## config.mk

```make
export PLATFORM = sky130hd
export DESIGN_NAME = script_data_end_tag_scanner_top
export DESIGN_NICKNAME = d
export VERILOG_FILES = /design/src/rtl/sdets_pkg.sv /design/src/rtl/script_data_end_tag_scanner_top.sv
export SDC_FILE = /design/constraint.sdc
export NUM_CORES = 1
export LEC_CHECK = 0
export ABC_CLOCK_PERIOD_IN_PS = 10970
export BUFFER_PORTS_ARGS = -buffer_cell sky130_fd_sc_hd__buf_2
export CAP_MARGIN = 10
export CORE_ASPECT_RATIO = 1.25
export CORE_MARGIN = 5
export CORE_UTILIZATION = 60
export CTS_CLUSTER_DIAMETER = 60
export DETAILED_ROUTE_END_ITERATION = 6
export PLACE_DENSITY = 0.79
export SETUP_SLACK_MARGIN = 0.3
export SLEW_MARGIN = 20
export SYNTH_ARGS = -nofsm -noshare
export SYNTH_HDL_FRONTEND = slang
export SYNTH_SLANG_ARGS = --single-unit
export TNS_END_PERCENT = 5
```

## constraint.sdc

```tcl
create_clock -name clk -period 10.97 [get_ports clk]
set_clock_uncertainty 0.15 [all_clocks]
set_input_delay 0.5485 -clock clk [delete_from_list [all_inputs] [get_ports clk]]
set_output_delay 0.5485 -clock clk [all_outputs]
set_load 0.05 [all_outputs]
```

## src/rtl/sdets_pkg.sv

```systemverilog
// ----------------------------------------------------------------------------
// sdets_pkg
// Shared types, codes and character constants for the script end-tag scanner.
// ----------------------------------------------------------------------------
package sdets_pkg;

  localparam int POSITION_BITS_DEFAULT = 32;
  localparam int NAME_POS_BITS         = 32;

  localparam logic [7:0] CH_LT    = 8'h3C;  // '<'
  localparam logic [7:0] CH_SLASH = 8'h2F;  // '/'
  localparam logic [7:0] CH_BANG  = 8'h21;  // '!'
  localparam logic [7:0] CH_DASH  = 8'h2D;  // '-'
  localparam logic [7:0] CH_GT    = 8'h3E;  // '>'
  localparam logic [7:0] CH_TAB   = 8'h09;
  localparam logic [7:0] CH_LF    = 8'h0A;
  localparam logic [7:0] CH_FF    = 8'h0C;
  localparam logic [7:0] CH_CR    = 8'h0D;
  localparam logic [7:0] CH_SPACE = 8'h20;
  localparam logic [7:0] CH_CASE  = 8'h20;
  localparam logic [7:0] CH_LO_A  = 8'h61;
  localparam logic [7:0] CH_LO_Z  = 8'h7A;

  localparam logic [2:0] NAME_LEN = 3'd6;
  localparam logic [2:0] NAME_SAT = 3'd7;

  typedef enum logic [1:0] {
    EV_NONE  = 2'd0,
    EV_SPACE = 2'd1,
    EV_SLASH = 2'd2,
    EV_GT    = 2'd3
  } event_t;

  typedef enum logic [1:0] {
    MODE_DATA    = 2'd0,
    MODE_ESCAPED = 2'd1,
    MODE_DOUBLE  = 2'd2,
    MODE_ENDED   = 2'd3
  } mode_t;

  typedef enum logic [18:0] {
    ST_DATA         = 19'h00001,
    ST_LT           = 19'h00002,
    ST_END_OPEN     = 19'h00004,
    ST_END_NAME     = 19'h00008,
    ST_ESC_START    = 19'h00010,
    ST_ESC_START_D  = 19'h00020,
    ST_ESC          = 19'h00040,
    ST_ESC_D        = 19'h00080,
    ST_ESC_DD       = 19'h00100,
    ST_ESC_LT       = 19'h00200,
    ST_ESC_END_OPEN = 19'h00400,
    ST_ESC_END_NAME = 19'h00800,
    ST_DBL_START    = 19'h01000,
    ST_DBL          = 19'h02000,
    ST_DBL_D        = 19'h04000,
    ST_DBL_DD       = 19'h08000,
    ST_DBL_LT       = 19'h10000,
    ST_DBL_END      = 19'h20000,
    ST_ENDED        = 19'h40000
  } scan_state_t;

  // lower-case "script", by letter index
  function automatic logic [7:0] script_char(logic [2:0] idx);
    logic [7:0] c;
    case (idx)
      3'd0:    c = 8'h73;
      3'd1:    c = 8'h63;
      3'd2:    c = 8'h72;
      3'd3:    c = 8'h69;
      3'd4:    c = 8'h70;
      3'd5:    c = 8'h74;
      default: c = 8'h00;
    endcase
    return c;
  endfunction

  function automatic mode_t mode_of(scan_state_t s);
    mode_t m;
    unique case (s)
      ST_ENDED: m = MODE_ENDED;
      ST_DBL, ST_DBL_D, ST_DBL_DD, ST_DBL_LT, ST_DBL_END: m = MODE_DOUBLE;
      ST_ESC, ST_ESC_D, ST_ESC_DD, ST_ESC_LT, ST_ESC_END_OPEN, ST_ESC_END_NAME,
      ST_DBL_START: m = MODE_ESCAPED;
      default: m = MODE_DATA;
    endcase
    return m;
  endfunction

endpackage

```

## src/rtl/script_data_end_tag_scanner_top.sv

```systemverilog
// ----------------------------------------------------------------------------
// script_data_end_tag_scanner_top
// Result: registered; the result beat appears in the cycle after the input beat is accepted.
// Throughput: one byte per cycle while out_ready is high; the per-byte update
//   (up to four tokenizer state passes) settles between scan state registers.
// Reset: synchronous active-high rst returns to script data, position zero,
//   output register empty.
// ----------------------------------------------------------------------------
// Walks the script-data / escaped / double-escaped tokenizer states and
// reports a closing script end tag with its terminator and name position.
// ----------------------------------------------------------------------------
module script_data_end_tag_scanner_top
  import sdets_pkg::*;
#(
  parameter int POSITION_BITS = POSITION_BITS_DEFAULT
) (
  input  logic                     clk,
  input  logic                     rst,
  input  logic                     in_valid,
  output logic                     in_ready,
  input  logic [7:0]               data_byte,
  input  logic                     begin_script,
  output logic                     out_valid,
  input  logic                     out_ready,
  output logic [1:0]               event_res,
  output logic [NAME_POS_BITS-1:0] name_position,
  output logic [1:0]               script_mode
);

  localparam int PASSES = 4;

  typedef struct packed {
    scan_state_t              state;
    logic [2:0]               count;
    logic                     match;
    logic [POSITION_BITS-1:0] start;
  } scan_t;

  typedef struct packed {
    scan_t  s;
    logic   again;
    event_t ev;
  } pass_t;

  scan_t                    scan;
  scan_t                    scan_next;
  logic [POSITION_BITS-1:0] byte_position;
  logic [POSITION_BITS-1:0] byte_position_next;
  event_t                   ev_next;
  logic                     in_fire;

  function automatic scan_t name_add(scan_t s, logic [7:0] b);
    scan_t r;
    r = s;
    if (s.count >= NAME_LEN || (b | CH_CASE) != script_char(s.count)) begin
      r.match = 1'b0;
    end
    if (s.count < NAME_SAT) begin
      r.count = s.count + 3'd1;
    end
    return r;
  endfunction

  function automatic pass_t scan_pass(scan_t s, logic [7:0] b,
                                      logic [POSITION_BITS-1:0] pos);
    pass_t  r;
    event_t term;
    logic   alpha;
    logic   is_script;
    r.s       = s;
    r.again   = 1'b0;
    r.ev      = EV_NONE;
    alpha     = ((b | CH_CASE) >= CH_LO_A) && ((b | CH_CASE) <= CH_LO_Z);
    is_script = s.match && (s.count == NAME_LEN);
    if (b == CH_TAB || b == CH_LF || b == CH_FF || b == CH_CR || b == CH_SPACE) begin
      term = EV_SPACE;
    end else if (b == CH_SLASH) begin
      term = EV_SLASH;
    end else if (b == CH_GT) begin
      term = EV_GT;
    end else begin
      term = EV_NONE;
    end
    unique case (s.state)
      ST_DATA: begin
        if (b == CH_LT) r.s.state = ST_LT;
      end
      ST_LT: begin
        if (b == CH_SLASH) r.s.state = ST_END_OPEN;
        else if (b == CH_BANG) r.s.state = ST_ESC_START;
        else begin
          r.s.state = ST_DATA;
          r.again   = 1'b1;
        end
      end
      ST_END_OPEN, ST_ESC_END_OPEN: begin
        if (alpha) begin
          r.s.count = 3'd0;
          r.s.match = 1'b1;
          r.s.start = pos;
          r.s.state = (s.state == ST_END_OPEN) ? ST_END_NAME : ST_ESC_END_NAME;
        end else begin
          r.s.state = (s.state == ST_END_OPEN) ? ST_DATA : ST_ESC;
        end
        r.again = 1'b1;
      end
      ST_END_NAME, ST_ESC_END_NAME: begin
        if (term != EV_NONE) begin
          if (is_script) begin
            r.ev      = term;
            r.s.state = ST_ENDED;
          end else begin
            r.s.state = (s.state == ST_END_NAME) ? ST_DATA : ST_ESC;
          end
        end else if (alpha) begin
          r.s = name_add(s, b);
        end else begin
          r.s.state = (s.state == ST_END_NAME) ? ST_DATA : ST_ESC;
          r.again   = 1'b1;
        end
      end
      ST_ESC_START: begin
        if (b == CH_DASH) r.s.state = ST_ESC_START_D;
        else begin
          r.s.state = ST_DATA;
          r.again   = 1'b1;
        end
      end
      ST_ESC_START_D: begin
        if (b == CH_DASH) r.s.state = ST_ESC_DD;
        else begin
          r.s.state = ST_DATA;
          r.again   = 1'b1;
        end
      end
      ST_ESC: begin
        if (b == CH_DASH) r.s.state = ST_ESC_D;
        else if (b == CH_LT) r.s.state = ST_ESC_LT;
      end
      ST_ESC_D: begin
        if (b == CH_DASH) r.s.state = ST_ESC_DD;
        else if (b == CH_LT) r.s.state = ST_ESC_LT;
        else r.s.state = ST_ESC;
      end
      ST_ESC_DD: begin
        if (b == CH_LT) r.s.state = ST_ESC_LT;
        else if (b == CH_GT) r.s.state = ST_DATA;
        else if (b != CH_DASH) r.s.state = ST_ESC;
      end
      ST_ESC_LT: begin
        if (b == CH_SLASH) r.s.state = ST_ESC_END_OPEN;
        else if (alpha) begin
          r.s.count = 3'd0;
          r.s.match = 1'b1;
          r.s.start = pos;
          r.s.state = ST_DBL_START;
          r.again   = 1'b1;
        end else begin
          r.s.state = ST_ESC;
          r.again   = 1'b1;
        end
      end
      ST_DBL_START, ST_DBL_END: begin
        if (term != EV_NONE) begin
          if (is_script) r.s.state = (s.state == ST_DBL_START) ? ST_DBL : ST_ESC;
          else r.s.state = (s.state == ST_DBL_START) ? ST_ESC : ST_DBL;
        end else if (alpha) begin
          r.s = name_add(s, b);
        end else begin
          r.s.state = (s.state == ST_DBL_START) ? ST_ESC : ST_DBL;
          r.again   = 1'b1;
        end
      end
      ST_DBL: begin
        if (b == CH_DASH) r.s.state = ST_DBL_D;
        else if (b == CH_LT) r.s.state = ST_DBL_LT;
      end
      ST_DBL_D: begin
        if (b == CH_DASH) r.s.state = ST_DBL_DD;
        else if (b == CH_LT) r.s.state = ST_DBL_LT;
        else r.s.state = ST_DBL;
      end
      ST_DBL_DD: begin
        if (b == CH_LT) r.s.state = ST_DBL_LT;
        else if (b == CH_GT) r.s.state = ST_DATA;
        else if (b != CH_DASH) r.s.state = ST_DBL;
      end
      ST_DBL_LT: begin
        if (b == CH_SLASH) begin
          r.s.count = 3'd0;
          r.s.match = 1'b1;
          r.s.start = pos;
          r.s.state = ST_DBL_END;
        end else begin
          r.s.state = ST_DBL;
          r.again   = 1'b1;
        end
      end
      ST_ENDED: begin
      end
      default: begin
        r.s.state = ST_DATA;
        r.again   = 1'b1;
      end
    endcase
    return r;
  endfunction

  assign in_ready = !out_valid || out_ready;
  assign in_fire  = in_valid && in_ready;

  always_comb begin
    scan_t                    cur;
    pass_t                    r;
    logic                     done;
    logic [POSITION_BITS-1:0] pos;
    if (begin_script) begin
      cur.state = ST_DATA;
      cur.count = 3'd0;
      cur.match = 1'b1;
      cur.start = '0;
      pos       = '0;
    end else begin
      cur = scan;
      pos = byte_position;
    end
    ev_next = EV_NONE;
    done    = 1'b0;
    for (int i = 0; i < PASSES; i++) begin
      if (!done) begin
        r   = scan_pass(cur, data_byte, pos);
        cur = r.s;
        if (r.ev != EV_NONE) ev_next = r.ev;
        done = !r.again;
      end
    end
    scan_next          = cur;
    byte_position_next = pos + {{(POSITION_BITS-1){1'b0}}, 1'b1};
  end

  always_ff @(posedge clk) begin
    if (rst) begin
      scan.state    <= ST_DATA;
      scan.count    <= 3'd0;
      scan.match    <= 1'b1;
      scan.start    <= '0;
      byte_position <= '0;
      out_valid     <= 1'b0;
    end else begin
      if (in_fire) begin
        scan          <= scan_next;
        byte_position <= byte_position_next;
        out_valid     <= 1'b1;
      end else if (out_ready) begin
        out_valid <= 1'b0;
      end
    end
  end

  always_ff @(posedge clk) begin
    if (in_fire) begin
      event_res     <= ev_next;
      name_position <= (ev_next != EV_NONE) ? NAME_POS_BITS'(scan_next.start) : '0;
      script_mode   <= mode_of(scan_next.state);
    end
  end

  a_event_ends: assert property (@(posedge clk) disable iff (rst)
    out_valid && (event_res != EV_NONE) |-> script_mode == MODE_ENDED)
    else $error("end tag event without ended mode");

  a_no_event_pos: assert property (@(posedge clk) disable iff (rst)
    out_valid && (event_res == EV_NONE) |-> name_position == '0)
    else $error("name position nonzero without event");

  a_ended_sticks: assert property (@(posedge clk) disable iff (rst)
    in_fire && (scan.state == ST_ENDED) && !begin_script |=> scan.state == ST_ENDED)
    else $error("left ended state without new script");

  a_pos_count: assert property (@(posedge clk) disable iff (rst)
    in_fire && !begin_script |=>
      byte_position == $past(byte_position) + {{(POSITION_BITS-1){1'b0}}, 1'b1})
    else $error("byte position did not advance");

  a_onehot: assert property (@(posedge clk) disable iff (rst)
    $onehot(scan.state))
    else $error("scan state not one-hot");

endmodule
```

==> out/summary.txt <==
Worst-Skew Late Latency -> 0.42 ns
Slew headroom -> 0.380
initial antenna violation count -> 0
Yosys reg bits -> 124
core area -> 11600 um2
via count -> 6806
setup TNS -> 0 ns
outcome -> complete, but fails checks
Min-Delay Path Class -> in -> reg
final wirelength -> 19900 um
met3 WL -> 1080 um
count leader, synth -> nor2_1
drt wl/cell -> 18.6 um
nets@finish -> 920
Die X -> 107 um
hold_buf cts -> 0
Gate Count Post-Synth -> 875
n_diodes -> 0
CP Cell Sequence -> nor4_2 > nand2_1 > or4_1 > nand4_1 > a21oi_1 > a21oi_1 > a21o_1 > inv_1 > ha_1 > or2_2 > o211ai_1 > nor3b_1 > o32ai_1 > o41ai_1
setup violators final -> 0
synth unique cells -> 65
first-pass GRT wire length -> 32000 um
Max stage delay on crit path -> 0.73 ns
Worst EP arrival -> 4.57 ns
top layer reached by signal wires -> met4
Final ANT Viol Nets -> 0
CTS HTree Levels -> 4
sequential element share of the synthesized area -> 0.400
fin. max-slew vios -> 0
met1 WL -> 7940 um
CTS Root Cell -> clkbuf_16
clock slew seen by the registers of the worst setup and hold paths -> 0.06 ns
crit end category -> flop
WS Path Type -> reg -> reg
Starting Density -> 0.611
leakage -> 0.00273 uW
Period minus WS final -> 4.41 ns
Synth Flop Type -> dfxtp_1
Synth async-reset ratio -> 0
top cells by area, synth -> dfxtp_1, edfxtp_1, nor2_1
worst path required time -> 11.13 ns
pwr/cell area -> 144 nW/um2
clk sink count -> 124
crit-path max FO -> 9
vias per cell -> 6.36
CTS tree -> built
vias in the first global route -> 6452
cell taking the most area after synthesis -> dfxtp_1
Core Util, Final -> 0.688
Die Height -> 132 um
CTS Buf Count -> 17
layout cell share with drive strength beyond 1 -> 0.125
Max Clk Rate -> 227 MHz
YS warnings -> 0
most frequent cells after synthesis -> nor2_1, nand2_1, dfxtp_1
Max Root-Sink Buffers -> 2
largest net degree at the start of global routing -> 68
most frequent CP cell -> a21oi_1
count of cells resized by post-cts repair -> 0
total chip power -> 1150 uW
Mapped Area -> 7100 um2
Tightest Pin Transition -> 0.928 ns
failing checks -> design-rule violations
DP HPWL -> 13600 um
Mapped Nets -> 899
I/O Pins -> 51
Startpoint Class -> flop
Post-synth EDFFs -> 36
Die Area -> 14100 um2
Layout area overhead -> 12.6%
Final GP Congestion -> 1.01
met2 wire len -> 10200 um
unrepaired setup endpoints after global routing -> false
Port Buf Inserts -> 50
Slowest cell on crit path -> nor4_2
gr usage total -> 0.279
period utilization -> 0.402
# DRC -> 15
row cnt -> 44
Setup Buffers After CTS -> 0
Final Hold Fails -> 0
Post-Syn Area per Cell -> 8.12 um2
initial DRC count -> 497
drt first pass iters -> 7
GRT overflow -> 0
Max-Cap Viols -> 0
Yosys top cell area share -> 0.248
maximum vdd drop -> 0.0000824 V
-- state kept, by name, indices dropped and copies added (netlist names) --
name	cells
out_valid	1
scan	55
script_mode	2
name_position	32
byte_position	32
event_res	2
-- kinds of logic after synthesis --
kind of cell | count (synthesis) | synth area share
mux | 3 | 0.00423
xor+xnor | 29 | 0.0358
flops | 124 | 0.400
fa+ha+maj | 11 | 0.0194
buf+inv | 78 | 0.0446
compound gates | 206 | 0.201
simple gates | 424 | 0.295
-- placed cells by master, fill, tap and decap left out, types with 22 or more instances in the layout --
cell type,n
nand3_1,26
a21oi_1,44
buf_2,50
edfxtp_1,36
o21ai_0,22
nand2_1,91
nor2_1,149
nor3_1,29
dfxtp_1,88
a22oi_1,64
-- where the power goes --
| part | total [uW] | leakage (uW) | internal [uW] | switching [uW] |
|---|---|---|---|---|
| sequential | 486 | 0.00107 | 480 | 5.32 |
| clock | 558 | 0.000286 | 338 | 220 |
| combinational | 110 | 0.00137 | 26.5 | 83.6 |
-- layer usage --
metal	up-vias	GRT usage
li1	3235	-
met1	3215	0.339
met2	304	0.487
met3	52	0.0427
met4	0	0.116
met5	-	0
-- final timing paths --
kind	depth (start not counted)	endpoint	slack, ns	from
worst max-delay path	14	scan[32]	6.56	scan[52]
worst max register to register	14	scan[32]	6.56	scan[52]
worst min register to register	2	scan[30]	0.31	scan[30]
worst min-delay path	3	out_valid	0.24	in_valid
-- metrics by stage --
stage / hold WS [ns] / setup slack, ns / std cells / instance area (um2)
4_1_cts: 0.230 / 6.58 / 1070 / 8000
3_5_place_dp: 0.304 / 6.21 / 1038 / 7410
5_1_grt: 0.258 / 6.26 / 1070 / 8000
6_report: 0.241 / 6.56 / 1070 / 8000
3_3_place_gp: 0.291 / 6.35 / 1038 / 7410
2_1_floorplan: 0.282 / 6.93 / 875 / 7100
-- critical path: cells and delay by family (launching register included) --
| family | cells | cell delay [ns] |
|---|---|---|
| flip-flops | 1 | 0.41 |
| buffers and inverters | 1 | 0.08 |
| AO/OA/AOI/OAI | 6 | 1.14 |
| AND/OR/NAND/NOR | 6 | 2.32 |
| adder cells (fa/ha/maj) | 1 | 0.21 |
-- cell type report --
class,instances,area [um2]
clock buffers,17,425
multi-input cells,673,3950
inverters,16,60.1
fillers,983,3620
repair buffers,64,355
well taps,161,201
flip-flops and latches,124,2840
clock inverters,15,163
Note: power is estimated with default switching activity, not from simulation.
